==> src/hw/rtl/fwra_pkg.sv <==
// shared constants, types and helpers of the fifo window running average block
package fwra_pkg;

	localparam int DEPTH    = 8;
	localparam int SAMPLE_W = 16;
	localparam int CAP_W    = 4;
	localparam int HELD_W   = 4;
	localparam int PTR_W    = (DEPTH > 1) ? $clog2(DEPTH) : 1;
	localparam int CNT_W    = $clog2(DEPTH + 1);
	localparam int SUM_W    = SAMPLE_W + CNT_W;
	localparam int CMP_W    = (CNT_W > CAP_W) ? CNT_W : CAP_W;
	localparam int STEP_W   = $clog2(SUM_W + 1);

	localparam int PADDR_W  = 3;
	localparam int PDATA_W  = 32;
	localparam logic [0:0] REG_CAPACITY = 1'b0;
	localparam logic [CAP_W-1:0] CAPACITY_RESET = CAP_W'(8);

	localparam logic MODE_PUSH = 1'b0;
	localparam logic MODE_POP  = 1'b1;

	typedef struct packed {
		logic                       upd;
		logic                       mode;
		logic signed [SAMPLE_W-1:0] sample;
		logic [CAP_W-1:0]           cap;
	} win_cmd_t;

	typedef struct packed {
		logic                       accepted;
		logic signed [SAMPLE_W-1:0] popped;
		logic [CNT_W-1:0]           count;
		logic signed [SUM_W-1:0]    sum;
	} win_sts_t;

	typedef struct packed {
		logic                    start;
		logic signed [SUM_W-1:0] dividend;
		logic [CNT_W-1:0]        divisor;
	} div_req_t;

	typedef struct packed {
		logic                    busy;
		logic                    done;
		logic signed [SUM_W-1:0] quotient;
	} div_rsp_t;

	// capacity register saturated into 1..DEPTH
	function automatic logic [CNT_W-1:0] eff_cap(input logic [CAP_W-1:0] cap);
		logic [CMP_W-1:0] c;
		c = CMP_W'(cap);
		if (c == '0) begin
			c = CMP_W'(1);
		end
		if (c > CMP_W'(DEPTH)) begin
			c = CMP_W'(DEPTH);
		end
		return CNT_W'(c);
	endfunction

endpackage

==> src/hw/rtl/fwra_in_if.sv <==
// input item channel: mode and sample with valid/ready
interface fwra_in_if;
	logic                                valid;
	logic                                ready;
	logic                                mode;
	logic signed [fwra_pkg::SAMPLE_W-1:0] sample;

	modport source(output valid, mode, sample, input ready);
	modport sink(input valid, mode, sample, output ready);
endinterface

==> src/hw/rtl/fwra_out_if.sv <==
// result item channel: status, popped sample and mean with valid/ready
interface fwra_out_if;
	logic                                 valid;
	logic                                 ready;
	logic                                 accepted;
	logic signed [fwra_pkg::SAMPLE_W-1:0] popped_value;
	logic signed [fwra_pkg::SAMPLE_W-1:0] average;
	logic                                 average_valid;
	logic [fwra_pkg::HELD_W-1:0]          held_count;

	modport source(output valid, accepted, popped_value, average, average_valid, held_count,
		input ready);
	modport sink(input valid, accepted, popped_value, average, average_valid, held_count,
		output ready);
endinterface

==> src/hw/rtl/fifo_window_running_average.sv <==
// top level: apb capacity register, item sequencer, window and shared divider
// path from input accept to result valid: update, launch, divide steps, done seen, load
// (the load waits until the result register is free)
// one item in flight at a time; the divider gives one quotient bit per cycle of the 20-bit sum
// an empty window skips the divider and goes from launch straight to done
// arst_n clears count, pointer, sum, capacity (to 8) and the sequencer; store contents undefined
module fifo_window_running_average (
	input  logic                           clk,
	input  logic                           arst_n,
	input  logic                           psel,
	input  logic                           penable,
	input  logic                           pwrite,
	input  logic [fwra_pkg::PADDR_W-1:0]   paddr,
	input  logic [fwra_pkg::PDATA_W-1:0]   pwdata,
	output logic [fwra_pkg::PDATA_W-1:0]   prdata,
	output logic                           pready,
	fwra_in_if.sink                        in_ch,
	fwra_out_if.source                     out_ch
);
	import fwra_pkg::*;

	// sequencer states
	localparam logic [2:0] S_IDLE   = 3'd0;
	localparam logic [2:0] S_UPD    = 3'd1;
	localparam logic [2:0] S_LAUNCH = 3'd2;
	localparam logic [2:0] S_DIV    = 3'd3;
	localparam logic [2:0] S_DONE   = 3'd4;

	logic [2:0]                 state_q;
	logic [CAP_W-1:0]           cap_q;
	logic                       mode_q;
	logic signed [SAMPLE_W-1:0] sample_q;

	logic                       out_valid_q;
	logic                       out_acc_q;
	logic signed [SAMPLE_W-1:0] out_pop_q;
	logic signed [SAMPLE_W-1:0] out_avg_q;
	logic                       out_avalid_q;
	logic [HELD_W-1:0]          out_held_q;

	win_cmd_t cmd;
	win_sts_t sts;
	div_req_t dreq;
	div_rsp_t drsp;

	logic in_take;
	logic out_take;
	logic out_free;
	logic load;

	// apb: single capacity register, always ready
	assign pready = 1'b1;
	assign prdata = (paddr[2] == REG_CAPACITY) ? PDATA_W'(cap_q) : '0;

	always_ff @(posedge clk or negedge arst_n) begin
		if (!arst_n) begin
			cap_q <= CAPACITY_RESET;
		end else if (psel && penable && pwrite && pready && paddr[2] == REG_CAPACITY) begin
			cap_q <= pwdata[CAP_W-1:0];
		end
	end

	// handshakes
	assign in_ch.ready = (state_q == S_IDLE);
	assign in_take     = in_ch.valid && in_ch.ready;
	assign out_take    = out_valid_q && out_ch.ready;
	assign out_free    = !out_valid_q || out_ch.ready;
	assign load        = (state_q == S_DONE) && out_free;

	always_ff @(posedge clk) begin
		if (in_take) begin
			mode_q   <= in_ch.mode;
			sample_q <= in_ch.sample;
		end
	end

	// window update happens in the cycle after accept
	assign cmd.upd    = (state_q == S_UPD);
	assign cmd.mode   = mode_q;
	assign cmd.sample = sample_q;
	assign cmd.cap    = cap_q;

	fwra_window u_window (
		.clk    (clk),
		.arst_n (arst_n),
		.cmd    (cmd),
		.sts    (sts)
	);

	// divider sees the post-update sum and count
	assign dreq.start    = (state_q == S_LAUNCH) && (sts.count != '0);
	assign dreq.dividend = sts.sum;
	assign dreq.divisor  = sts.count;

	fwra_divider u_div (
		.clk    (clk),
		.arst_n (arst_n),
		.req    (dreq),
		.rsp    (drsp)
	);

	always_ff @(posedge clk or negedge arst_n) begin
		if (!arst_n) begin
			state_q <= S_IDLE;
		end else begin
			unique case (state_q)
				S_IDLE: begin
					if (in_take) begin
						state_q <= S_UPD;
					end
				end
				S_UPD: begin
					state_q <= S_LAUNCH;
				end
				S_LAUNCH: begin
					// empty window has no mean to compute
					state_q <= (sts.count != '0) ? S_DIV : S_DONE;
				end
				S_DIV: begin
					if (drsp.done) begin
						state_q <= S_DONE;
					end
				end
				S_DONE: begin
					if (out_free) begin
						state_q <= S_IDLE;
					end
				end
				default: begin
					state_q <= S_IDLE;
				end
			endcase
		end
	end

	// result register
	always_ff @(posedge clk or negedge arst_n) begin
		if (!arst_n) begin
			out_valid_q <= 1'b0;
		end else if (load) begin
			out_valid_q <= 1'b1;
		end else if (out_take) begin
			out_valid_q <= 1'b0;
		end
	end

	always_ff @(posedge clk) begin
		if (load) begin
			out_acc_q    <= sts.accepted;
			out_pop_q    <= sts.popped;
			out_avg_q    <= (sts.count != '0) ? drsp.quotient[SAMPLE_W-1:0] : '0;
			out_avalid_q <= (sts.count != '0);
			out_held_q   <= HELD_W'(sts.count);
		end
	end

	assign out_ch.valid         = out_valid_q;
	assign out_ch.accepted      = out_acc_q;
	assign out_ch.popped_value  = out_pop_q;
	assign out_ch.average       = out_avg_q;
	assign out_ch.average_valid = out_avalid_q;
	assign out_ch.held_count    = out_held_q;

	// checks
	a_count_bound: assert property (@(posedge clk) disable iff (!arst_n)
		sts.count <= CNT_W'(DEPTH))
		else $error("window count beyond depth");

	a_div_only_in_div: assert property (@(posedge clk) disable iff (!arst_n)
		drsp.busy |-> (state_q == S_DIV))
		else $error("divider busy outside divide state");

	a_accept_blocks: assert property (@(posedge clk) disable iff (!arst_n)
		in_take |=> !in_ch.ready)
		else $error("item accepted while previous item in flight");

	a_pop_zero: assert property (@(posedge clk) disable iff (!arst_n)
		(out_valid_q && !out_acc_q) |-> (out_pop_q == '0))
		else $error("popped value set on a refused item");

	a_avg_valid: assert property (@(posedge clk) disable iff (!arst_n)
		out_valid_q |-> (out_avalid_q == (out_held_q != '0)))
		else $error("average valid disagrees with held count");

endmodule

==> src/hw/rtl/fwra_window.sv <==
// sample store, pointers, fill count and running sum of the window
module fwra_window (
	input  logic               clk,
	input  logic               arst_n,
	input  fwra_pkg::win_cmd_t cmd,
	output fwra_pkg::win_sts_t sts
);
	import fwra_pkg::*;

	logic signed [SAMPLE_W-1:0] mem [DEPTH];
	logic signed [SAMPLE_W-1:0] rd_q;
	logic [PTR_W-1:0]           rp_q;
	logic [CNT_W-1:0]           cnt_q;
	logic signed [SUM_W-1:0]    sum_q;
	logic                       acc_q;
	logic signed [SAMPLE_W-1:0] pop_q;

	logic                       can_push;
	logic                       can_pop;
	logic [CNT_W:0]             wp_sum;
	logic [PTR_W-1:0]           wp;
	logic [PTR_W-1:0]           rp_next;
	logic signed [SUM_W-1:0]    sample_x;
	logic signed [SUM_W-1:0]    rd_x;

	assign can_push = (cmd.mode == MODE_PUSH) && (cnt_q < eff_cap(cmd.cap));
	assign can_pop  = (cmd.mode == MODE_POP) && (cnt_q != '0);

	// write slot is read pointer plus count, wrapped once
	assign wp_sum  = (CNT_W + 1)'(rp_q) + (CNT_W + 1)'(cnt_q);
	assign wp      = (wp_sum >= (CNT_W + 1)'(DEPTH)) ? PTR_W'(wp_sum - (CNT_W + 1)'(DEPTH))
		: PTR_W'(wp_sum);
	assign rp_next = (rp_q == PTR_W'(DEPTH - 1)) ? '0 : rp_q + PTR_W'(1);

	assign sample_x = {{(SUM_W - SAMPLE_W){cmd.sample[SAMPLE_W-1]}}, cmd.sample};
	assign rd_x     = {{(SUM_W - SAMPLE_W){rd_q[SAMPLE_W-1]}}, rd_q};

	always_ff @(posedge clk) begin
		if (cmd.upd && can_push) begin
			mem[wp] <= cmd.sample;
		end
		rd_q <= mem[rp_q];
	end

	always_ff @(posedge clk or negedge arst_n) begin
		if (!arst_n) begin
			rp_q  <= '0;
			cnt_q <= '0;
			sum_q <= '0;
			acc_q <= 1'b0;
			pop_q <= '0;
		end else if (cmd.upd) begin
			acc_q <= can_push || can_pop;
			pop_q <= can_pop ? rd_q : '0;
			if (can_push) begin
				cnt_q <= cnt_q + CNT_W'(1);
				sum_q <= sum_q + sample_x;
			end else if (can_pop) begin
				rp_q  <= rp_next;
				cnt_q <= cnt_q - CNT_W'(1);
				sum_q <= sum_q - rd_x;
			end
		end
	end

	assign sts.accepted = acc_q;
	assign sts.popped   = pop_q;
	assign sts.count    = cnt_q;
	assign sts.sum      = sum_q;

endmodule

==> src/hw/rtl/fwra_divider.sv <==
// restoring signed divider, one quotient bit per cycle, truncates toward zero
module fwra_divider (
	input  logic               clk,
	input  logic               arst_n,
	input  fwra_pkg::div_req_t req,
	output fwra_pkg::div_rsp_t rsp
);
	import fwra_pkg::*;

	logic                busy_q;
	logic                done_q;
	logic [STEP_W-1:0]   step_q;
	logic                neg_q;
	logic [CNT_W-1:0]    rem_q;
	logic [SUM_W-1:0]    quo_q;
	logic [CNT_W-1:0]    den_q;

	logic [SUM_W-1:0]    mag;
	logic [CNT_W:0]      shifted;
	logic                fits;

	assign mag     = req.dividend[SUM_W-1] ? SUM_W'(-req.dividend) : SUM_W'(req.dividend);
	assign shifted = {rem_q, quo_q[SUM_W-1]};
	assign fits    = shifted >= {1'b0, den_q};

	always_ff @(posedge clk) begin
		if (req.start) begin
			neg_q <= req.dividend[SUM_W-1];
			rem_q <= '0;
			quo_q <= mag;
			den_q <= req.divisor;
		end else if (busy_q) begin
			rem_q <= fits ? CNT_W'(shifted - {1'b0, den_q}) : CNT_W'(shifted);
			quo_q <= {quo_q[SUM_W-2:0], fits};
		end
	end

	always_ff @(posedge clk or negedge arst_n) begin
		if (!arst_n) begin
			busy_q <= 1'b0;
			done_q <= 1'b0;
			step_q <= '0;
		end else begin
			done_q <= 1'b0;
			if (req.start) begin
				busy_q <= 1'b1;
				step_q <= STEP_W'(SUM_W);
			end else if (busy_q) begin
				step_q <= step_q - STEP_W'(1);
				if (step_q == STEP_W'(1)) begin
					busy_q <= 1'b0;
					done_q <= 1'b1;
				end
			end
		end
	end

	assign rsp.busy     = busy_q;
	assign rsp.done     = done_q;
	assign rsp.quotient = neg_q ? -$signed(quo_q) : $signed(quo_q);

endmodule
==> src/flat_wrapper.sv <==
// flat-port wrapper written by rule: the top's interface ports become plain ports
module fifo_window_running_average_flat import fwra_pkg::*;
  (clk, arst_n, psel, penable, pwrite, paddr, pwdata, prdata, pready, in_ch_valid, in_ch_mode, in_ch_sample, in_ch_ready, out_ch_valid, out_ch_accepted, out_ch_popped_value, out_ch_average, out_ch_average_valid, out_ch_held_count, out_ch_ready);
  fwra_in_if in_ch_i ();
  fwra_out_if out_ch_i ();
  input  logic clk;
  input  logic arst_n;
  input  logic psel;
  input  logic penable;
  input  logic pwrite;
  input  logic [fwra_pkg::PADDR_W-1:0] paddr;
  input  logic [fwra_pkg::PDATA_W-1:0] pwdata;
  output logic [fwra_pkg::PDATA_W-1:0] prdata;
  output logic pready;
  input wire logic [$bits(in_ch_i.valid)-1:0] in_ch_valid;
  input wire logic [$bits(in_ch_i.mode)-1:0] in_ch_mode;
  input wire logic [$bits(in_ch_i.sample)-1:0] in_ch_sample;
  output wire logic [$bits(in_ch_i.ready)-1:0] in_ch_ready;
  output wire logic [$bits(out_ch_i.valid)-1:0] out_ch_valid;
  output wire logic [$bits(out_ch_i.accepted)-1:0] out_ch_accepted;
  output wire logic [$bits(out_ch_i.popped_value)-1:0] out_ch_popped_value;
  output wire logic [$bits(out_ch_i.average)-1:0] out_ch_average;
  output wire logic [$bits(out_ch_i.average_valid)-1:0] out_ch_average_valid;
  output wire logic [$bits(out_ch_i.held_count)-1:0] out_ch_held_count;
  input wire logic [$bits(out_ch_i.ready)-1:0] out_ch_ready;
  assign in_ch_i.valid = in_ch_valid;
  assign in_ch_i.mode = in_ch_mode;
  assign in_ch_i.sample = in_ch_sample;
  assign in_ch_ready = in_ch_i.ready;
  assign out_ch_valid = out_ch_i.valid;
  assign out_ch_accepted = out_ch_i.accepted;
  assign out_ch_popped_value = out_ch_i.popped_value;
  assign out_ch_average = out_ch_i.average;
  assign out_ch_average_valid = out_ch_i.average_valid;
  assign out_ch_held_count = out_ch_i.held_count;
  assign out_ch_i.ready = out_ch_ready;
  fifo_window_running_average u_core (.clk(clk), .arst_n(arst_n), .psel(psel), .penable(penable), .pwrite(pwrite), .paddr(paddr), .pwdata(pwdata), .prdata(prdata), .pready(pready), .in_ch(in_ch_i), .out_ch(out_ch_i));
endmodule
==> config.mk <==
export PLATFORM = sky130hd
export DESIGN_NAME = fifo_window_running_average_flat
export DESIGN_NICKNAME = d
export VERILOG_FILES = /design/src/hw/rtl/fwra_pkg.sv /design/src/hw/rtl/fwra_in_if.sv /design/src/hw/rtl/fwra_out_if.sv /design/src/hw/rtl/fifo_window_running_average.sv /design/src/hw/rtl/fwra_window.sv /design/src/hw/rtl/fwra_divider.sv /design/src/flat_wrapper.sv
export SDC_FILE = /design/constraint.sdc
export NUM_CORES = 1
export LEC_CHECK = 0
export BUFFER_PORTS_ARGS = -buffer_cell sky130_fd_sc_hd__buf_2
export CAP_MARGIN = 10
export CORE_MARGIN = 10
export CORE_UTILIZATION = 59
export CTS_BUF_LIST = sky130_fd_sc_hd__clkbuf_4 sky130_fd_sc_hd__clkbuf_8 sky130_fd_sc_hd__clkbuf_16
export DETAILED_ROUTE_END_ITERATION = 16
export PLACE_DENSITY = 0.8
export SETUP_SLACK_MARGIN = 0.02
export SYNTH_ARGS = -nofsm -noshare
export SYNTH_HDL_FRONTEND = slang
export SYNTH_SLANG_ARGS = --single-unit
==> constraint.sdc <==
create_clock -name clk -period 5.6 [get_ports clk]
set_input_delay 1.12 -clock clk [delete_from_list [all_inputs] [get_ports clk]]
set_output_delay 1.12 -clock clk [all_outputs]
set_load 0.05 [all_outputs]
==> flow_summary.yaml, run 1 <==
global_route:
  grt_use_total_pct: 18.98
  overflow: 0
  pin_count_of_the_biggest_net_entering_global_routing: 60
  first_global_vias: 8000
  grt_antenna_before_repair: 0
  wire_length_of_the_first_global_routing_pass_um: 43480
layout:
  fill_count: 1486
  sequential_cell_area_um2: 8125
  num_antenna_cells: 0
  layoutNonFillerInstCount: 1346
  layout-drive-gt1-share_pct: 19.32
  multi_input_area_um2: 4563
  area.growth.synth_to_final_pct: 12.38
  num-nets-final: 1143
cts:
  ctsLongestPathBuffers: 3
  tritoncts_num_sinks: 287
  cts_hold_buf: 0
  cts_max_level: 1
  cts_buffers: 29
  cts.reportedPaths.clkPinSlew_ns: 0.06
  worst_skew_pair.late_latency_ns: 0.54
  cts_setup_buffers: 0
  root_buffer: "sky130_fd_sc_hd__clkbuf_16"
  cts_tree: "yes"
  post_cts_resize_count: 0
logic_synthesis:
  top_area_cell_type_share_of_the_netlist_area_pct: 48.04
  synth_top_family_by_area: "simple AND/OR/NAND/NOR gates"
  synth_top_cell_by_area: "sky130_fd_sc_hd__edfxtp_1"
  synth.yosys.seq_area_share_pct: 62.49
  post_synth_xor_area_fraction_pct: 4.783
  synth_compound_gate_area_share_pct: 8.411
  post_synth_mux_area_share_pct: 7.920
  yosysWarnings: 0
  syn-instance-count: 966
  synthDistinctLibCells: 65
  synth_area_leaders: "sky130_fd_sc_hd__edfxtp_1, sky130_fd_sc_hd__dfrtp_1, sky130_fd_sc_hd__mux4_2"
  synthesis.area_um2: 13000
  post_synth.cell_area_avg_um2: 13.46
  synthSimpleGateAreaFrac_pct: 8.661
  async_flop_share_pct: 20.56
  post_synthesis_adder_cell_area_fraction_pct: 4.080
  synth.ff_latch_count: 287
  yosys_most_used_dff: "sky130_fd_sc_hd__edfxtp_1"
  post_synth_edffs: 208
outcome:
  status: "finished, final reports clean"
place:
  place.gp.congestion: 0.8978
  place_ws_ns: 1.095
  detailedPlacementHpwl_um: 17970
  portBuffers: 72
  place_inst: 1293
floorplan:
  die_x_extent_um: 168.4
  rows: 54
  chipHeight_um: 168.4
  initial_utilization_pct: 59.76
  core-area_um2: 21760
  area_of_the_die_um2: 28370
  design.portCount: 132
sta:
  hold_slack_ns: 0.4562
  period_utilization_post_route_pct: 81.05
  timing.final.ws_setup_ns: 1.061
  worst_slew_margin_rel_pct: 28.02
  period_needed_ns: 4.539
  achievable-frequency_mhz: 220.3
  final.setup_skew_ns: 0.01623
  worstMarginPinSlew_ns: 1.080
  finalHoldViolations: 0
  setup-tns-final_ns: 0
  finalSetupViolCount: 0
  timing.final.max_slew_violations: 0
  setup_repair_after_global_routing_missed_its_margin: "false"
route:
  detail_route.first_pass.iterations: 5
  routed_wire_length_per_instance_um: 20.39
  final_antenna_net_count: 0
  viasPerCell: 5.956
  drt_wl_total_um: 27440
  initialDrtViolationCount: 817
  vias: 8017
  detail_route.drc_violations: 0
pwr:
  vdd.ir_drop.worst_uv: 400.2
  report.power.total_w: 0.009445
  leakage_nw: 5.616
  power-per-cell-area_nw_per_um2: 646.5
worst_setup_path:
  crit_path_max_fanout: 13
  critical_path.endpoint_type: "register"
  worstPathRequired_ns: 5.96
  cp.arrival_ns: 4.90
  timing.reg2reg.worst_path_depth: 15
  critical_path_class: "reg -> reg"
  crit_path_start_kind: "register"
hold_path:
  hold_depth: 0
  min-delay-path-class: "reg -> reg"
run:
  cap_violations: 0
## power by group
group / internal, W / switching [W]
sequential: 0.00289 / 0.000552
combinational: 0.00171 / 0.00232
clock: 0.00120 / 0.000772
## placed cells by master (no fill, tap or decap), drive strengths merged, types with 12 or more instances in the layout
cell type / count
a21oi: 38
a22o: 16
buf: 88
clkbuf: 36
clkinv: 13
conb: 29
dfrtp: 58
dfxtp: 20
edfxtp: 208
ha: 36
inv: 27
mux2: 23
mux4: 32
nand2: 86
nor2: 71
nor3: 12
o21ai: 58
o31ai: 13
or3: 13
xnor2: 25
xor2: 46
## sequential cells by signal, summed over array words and instances, names as in the netlist, 3 cells and up
name	count
u_core.state_q	3
u_core.out_ch.held_count	4
u_core.u_div.den_q	4
u_core.u_window.rd_q	16
u_core.u_div.rem_q	4
u_core.u_window.cnt_q	4
u_core.sample_q	16
u_core.cap_q	4
u_core.u_div.quo_q	20
u_core.u_window.rp_q	3
u_core.out_ch.popped_value	16
u_core.u_window.pop_q	16
u_core.out_ch.average	16
u_core.u_div.step_q	5
u_core.u_window.sum_q	20
u_core.u_window.mem	128
## through the flow
step / instance area, µm² / utilization (%)
finish: 14610 / 67.16
global route: 14610 / 67.16
CTS: 14610 / 67.16
detailed placement: 13620 / 62.61
global placement: 13620 / 62.61
floorplan: 13100 / -
## routing by layer
metal | global-route usage, % | vias to the layer above | routed length, µm | share of wire [%]
met4 | 7.532 | 0 | 1060 | 3.9
met2 | 30.36 | 359 | 12820 | 47
li1 | - | 3692 | - | -
met5 | 0 | - | 0 | 0
met1 | 24.88 | 3892 | 11230 | 41
met3 | 4.051 | 74 | 2335 | 8.5
## layout make-up
cell class                 count  share of cell area (%)
multi-input combinational    611                   31.23
tap                          280                   2.398
clock buffer                  36                   5.532
inverter                      27                  0.6937
clock inverter                17                   1.242
timing repair buffer          88                   3.289
sequential                   287                   55.61
## cells by family after synthesis
family	count (synthesis)
AND/OR/NAND/NOR	239
multiplexers	60
adder cells (fa/ha/maj)	40
flip-flops	287
XOR/XNOR	71
AO/OA/AOI/OAI	172
other	2
buffers and inverters	95
## synthesized netlist by cell type, types with 6 or more instances
| library cell | number |
|---|---|
| sky130_fd_sc_hd__ha_1 | 36 |
| sky130_fd_sc_hd__dfrtp_1 | 58 |
| sky130_fd_sc_hd__inv_1 | 26 |
| sky130_fd_sc_hd__xnor2_1 | 25 |
| sky130_fd_sc_hd__nor3_1 | 12 |
| sky130_fd_sc_hd__nand2b_1 | 9 |
| sky130_fd_sc_hd__nor2b_1 | 7 |
| sky130_fd_sc_hd__edfxtp_1 | 208 |
| sky130_fd_sc_hd__mux2_2 | 23 |
| sky130_fd_sc_hd__mux4_2 | 32 |
| sky130_fd_sc_hd__o21ai_0 | 56 |
| sky130_fd_sc_hd__or3_1 | 10 |
| sky130_fd_sc_hd__clkbuf_1 | 34 |
| sky130_fd_sc_hd__o31ai_1 | 13 |
| sky130_fd_sc_hd__nand3_1 | 9 |
| sky130_fd_sc_hd__nand2_1 | 86 |
| sky130_fd_sc_hd__a21oi_1 | 38 |
| sky130_fd_sc_hd__dfxtp_1 | 20 |
| sky130_fd_sc_hd__buf_4 | 29 |
| sky130_fd_sc_hd__xor2_1 | 46 |
| sky130_fd_sc_hd__nor2_1 | 71 |
| sky130_fd_sc_hd__a21o_1 | 9 |
| sky130_fd_sc_hd__a22o_1 | 16 |
| sky130_fd_sc_hd__o211ai_1 | 6 |
| sky130_fd_sc_hd__or4_1 | 6 |
## worst max-delay path, cell delays in order, from the launching register on
cell                       delay, ns
sky130_fd_sc_hd__dfrtp_1        0.54
sky130_fd_sc_hd__ha_1           0.37
sky130_fd_sc_hd__inv_1          0.04
sky130_fd_sc_hd__o311ai_0       0.53
sky130_fd_sc_hd__o311ai_4       0.35
sky130_fd_sc_hd__o21ai_0        0.34
sky130_fd_sc_hd__ha_1           0.26
sky130_fd_sc_hd__inv_1          0.07
sky130_fd_sc_hd__fa_1           0.39
sky130_fd_sc_hd__nor2b_1        0.17
sky130_fd_sc_hd__o211ai_1       0.13
sky130_fd_sc_hd__a22oi_1        0.45
sky130_fd_sc_hd__a31oi_1        0.21
sky130_fd_sc_hd__o21ai_0        0.27
sky130_fd_sc_hd__xnor2_1        0.16
sky130_fd_sc_hd__a21oi_1        0.08
## path summary, 6_finish.rpt
| path | from | slack, ns | end |
|---|---|---|---|
| hold reg to reg | u_core.u_window.acc_q$_DFFE_PN0P_ | 0.46 | u_core.out_ch.accepted$_DFFE_PP_ |
| setup / recovery | u_core.u_window.cnt_q[1]$_DFFE_PN0P_ | 1.06 | u_core.u_window.sum_q[14]$_DFFE_PN0P_ |
| hold / removal | u_core.u_window.acc_q$_DFFE_PN0P_ | 0.46 | u_core.out_ch.accepted$_DFFE_PP_ |
| max in group asynchronous | arst_n | 4.27 | u_core.u_window.rp_q[0]$_DFFE_PN0P_ |
| setup reg to reg | u_core.u_window.cnt_q[1]$_DFFE_PN0P_ | 1.06 | u_core.u_window.sum_q[14]$_DFFE_PN0P_ |
| min in group asynchronous | arst_n | 0.75 | u_core.u_div.step_q[1]$_DFFE_PN0P_ |
Power figures use the tool's default switching activity.
==> run 2: changes to the inputs <==
--- a/config.mk
+++ b/config.mk
@@ -5,6 +5,7 @@
 export SDC_FILE = /design/constraint.sdc
 export NUM_CORES = 1
 export LEC_CHECK = 0
+export ABC_AREA = 1
 export BUFFER_PORTS_ARGS = -buffer_cell sky130_fd_sc_hd__buf_2
 export CAP_MARGIN = 10
 export CORE_MARGIN = 10
==> constraint.sdc (replaced) <==
create_clock -name clk -period 4.54 [get_ports clk]
set_input_delay 0.908 -clock clk [delete_from_list [all_inputs] [get_ports clk]]
set_output_delay 0.908 -clock clk [all_outputs]
set_load 0.05 [all_outputs]
==> flow_summary.yaml, run 2 <==
worst_setup_path:
  worst_r2r_startpoint: "u_core.cap_q[3]$_DFFE_PN1P_"
  cp.arrival_ns: 4.23
  critical-path-top-delay-family: "simple AND/OR/NAND/NOR gates"
  critical-path-max-stage-delay_ns: 0.52
  worstPathRequired_ns: 4.96
  critical-path-slowest-cell: "sky130_fd_sc_hd__dfstp_2"
  critical_path.endpoint_type: "register"
  startpoint: "u_core.cap_q[3]$_DFFE_PN1P_"
  critical_path_class: "reg -> reg"
  wp_buf_inv: 3
  dominant_cell_type_by_count_on_the_critical_path: "sky130_fd_sc_hd__nand2_1"
  crit_path_start_kind: "register"
  timing.critical_path.cells: "inv_1, o21ai_0, ha_1, nand2_1, nand2_1, nand2_1, nand3_2, inv_2, nand2_1, o21ai_0, ha_1, inv_1, fa_1, nor2_1, nor2_1, o21ai_1, nand2_1, nand2_1, nand2_1, nand3_1, o21ai_1"
  crit_path_max_fanout: 13
logic_synthesis:
  synthDistinctLibCells: 48
  yosysWarnings: 0
  synth_most_common_cell: "sky130_fd_sc_hd__nand2_1"
  netlist_top_cells_count: "sky130_fd_sc_hd__nand2_1, sky130_fd_sc_hd__edfxtp_1, sky130_fd_sc_hd__nor2_1"
  top_area_cell_type_share_of_the_netlist_area_pct: 46.15
  post_synth.cell_area_avg_um2: 10.06
  synth.ff_latch_count: 287
  synth_area_leaders: "sky130_fd_sc_hd__edfxtp_1, sky130_fd_sc_hd__dfrtp_1, sky130_fd_sc_hd__nand2_1"
  synth_top_cell_by_area: "sky130_fd_sc_hd__edfxtp_1"
  syn-instance-count: 1346
  synth.yosys.seq_area_share_pct: 60.02
  synthesis.area_um2: 13540
  yosys_most_used_dff: "sky130_fd_sc_hd__edfxtp_1"
  post_synth_edffs: 208
  async_flop_share_pct: 20.56
sta:
  timing.final.max_slew_violations: 0
  worst_slew_margin_rel_pct: 23.87
  worstMarginPinSlew_ns: 1.141
  final.setup_skew_ns: 0.007734
  period_utilization_post_route_pct: 83.86
  finalHoldViolations: 0
  finalSetupViolCount: 0
  setup-tns-final_ns: 0
  period_needed_ns: 3.807
  setup_repair_after_global_routing_missed_its_margin: "false"
  hold_slack_ns: 0.4511
  achievable-frequency_mhz: 262.7
route:
  vias: 9699
  initialDrtViolationCount: 1141
  detail_route.first_pass.iterations: 6
  viasPerCell: 5.603
  detail_route.drc_violations: 0
  final_antenna_net_count: 0
  routed_wire_length_per_instance_um: 17.11
  drt_wl_total_um: 29630
layout:
  num_antenna_cells: 0
  largestRegisters: "u_core.u_window.mem x128, u_core.u_div.quo_q x20, u_core.u_window.sum_q x20"
  layout-drive-gt1-share_pct: 12.03
  largest_reg_flops: 128
  area.growth.synth_to_final_pct: 10.95
  num-nets-final: 1523
  mostFrequentLayoutCell: "sky130_fd_sc_hd__nand2_1"
  mostFrequentLayoutCells: "sky130_fd_sc_hd__nand2_1, sky130_fd_sc_hd__edfxtp_1, sky130_fd_sc_hd__nor2_1"
  top_register: "u_core.u_window.mem"
pwr:
  vdd.ir_drop.worst_uv: 477.4
  comb_power_share_pct: 43.1
  leakage_nw: 6.262
  p_sw_share_pct: 42.22
  sequentialPowerShare_pct: 36.8
  switching_power_w: 0.004873
  clock_power_share_pct: 20.1
  power-per-cell-area_nw_per_um2: 768.6
  cell_internal_power_w: 0.006669
place:
  portBuffers: 72
  detailedPlacementHpwl_um: 20390
  place.gp.congestion: 0.9431
cts:
  tritoncts_num_sinks: 287
  ctsLongestPathBuffers: 3
  cts.reportedPaths.clkPinSlew_ns: 0.06
  worst_skew_pair.late_latency_ns: 0.54
  cts_setup_buffers: 0
  root_buffer: "sky130_fd_sc_hd__clkbuf_16"
  cts_max_level: 1
  cts_buffers: 29
  cts_tree: "yes"
  post_cts_resize_count: 0
  cts_hold_buf: 0
global_route:
  wire_length_of_the_first_global_routing_pass_um: 47180
  overflow: 0
  grt_use_total_pct: 20.02
  pin_count_of_the_biggest_net_entering_global_routing: 67
  first_global_vias: 9163
  grt_antenna_before_repair: 0
floorplan:
  initial_utilization_pct: 59.78
  die_x_extent_um: 171.5
  rows: 55
  chipHeight_um: 171.5
  design.portCount: 132
  area_of_the_die_um2: 29400
  core-area_um2: 22640
run:
  cap_violations: 0
hold_path:
  min-delay-path-class: "reg -> reg"
  hp-start: "u_core.u_window.pop_q[11]$_DFFE_PN0P_"
outcome:
  status: "finished, final reports clean"
## run 2: cell count changes after synthesis, sizes merged, moves of 16 or more
| cell | previous run | this run |
|---|---|---|
| a22o | 16 | 0 |
| inv | 27 | 122 |
| o21ai | 58 | 162 |
| xor2 | 46 | 23 |
| mux4 | 32 | 0 |
| nand3 | 9 | 68 |
| o22ai | 1 | 17 |
| nor2 | 71 | 197 |
| mux2 | 23 | 0 |
| nand2 | 86 | 219 |
## run 2: power by group through the flow
stage	logic, W	clock network (W)	registers (W)
after floorplan	0.00384	0	0.00417
after global placement	0.00477	0	0.00425
after detailed placement	0.00491	0	0.00428
after CTS	0.00496	0.00234	0.00423
after global routing	0.00567	0.00245	0.00433
final	0.00498	0.00231	0.00425
## run 2: final cells by class
cell class	instances	area (µm²)
inverters	123	464.2
flip-flops and latches	287	8125
repair buffers	89	488.0
multi-input cells	894	4642
well taps	285	356.6
clock inverters	17	133.9
clock buffers	36	808.3
fillers	1685	7622
## run 2: metrics by stage
| step | instances | total power [W] | area, µm² | worst slack, ns | utilization [%] |
|---|---|---|---|---|---|
| floorplan | 1373 | 0.008013 | 13640 | 1.414 | - |
| global placement | 1678 | 0.009018 | 14080 | 0.8906 | 62.17 |
| detailed placement | 1678 | 0.009189 | 14080 | 0.8736 | 62.17 |
| CTS | 1731 | 0.01154 | 15020 | 0.7784 | 66.33 |
| global route | 1731 | 0.01245 | 15020 | 0.4663 | 66.33 |
| finish | 1731 | 0.01154 | 15020 | 0.7329 | 66.33 |
## run 2: layer usage
metal | global-route usage (%) | up-vias | wire length, µm
li1 | - | 4705 | -
met1 | 27.06 | 4576 | 12870
met2 | 32.89 | 362 | 13790
met3 | 2.934 | 56 | 2179
met4 | 5.898 | 0 | 781
met5 | 0 | - | 0
## run 2: cell families after synthesis
kind of cell,synth area share (%)
adder cells (fa/ha/maj),3.919
flip-flops,60.02
XOR/XNOR,2.200
AND/OR/NAND/NOR,16.80
buffers and inverters,6.535
other,0.05548
AO/OA/AOI/OAI,10.47
## run 2: path summary, 6_finish.rpt
path	end	slack, ns	cells past startpoint
hold reg to reg	u_core.out_ch.popped_value[11]$_DFFE_PP_	0.45	0
setup / recovery	u_core.u_window.sum_q[16]$_DFFE_PN0P_	0.73	21
min in group asynchronous	u_core.u_window.pop_q[4]$_DFFE_PN0P_	0.54	1
hold / removal	u_core.out_ch.popped_value[11]$_DFFE_PP_	0.45	0
setup reg to reg	u_core.u_window.sum_q[16]$_DFFE_PN0P_	0.73	21
max in group asynchronous	u_core.u_window.sum_q[19]$_DFFE_PN0P_	3.17	2
## run 2: worst register-to-register path: cells and delay by family (launching register included)
kind            cells  cell delay, ns
fa+ha+maj           3            0.98
flops               1            0.52
compound gates      4            0.71
simple gates       11            1.12
buf+inv             3            0.39
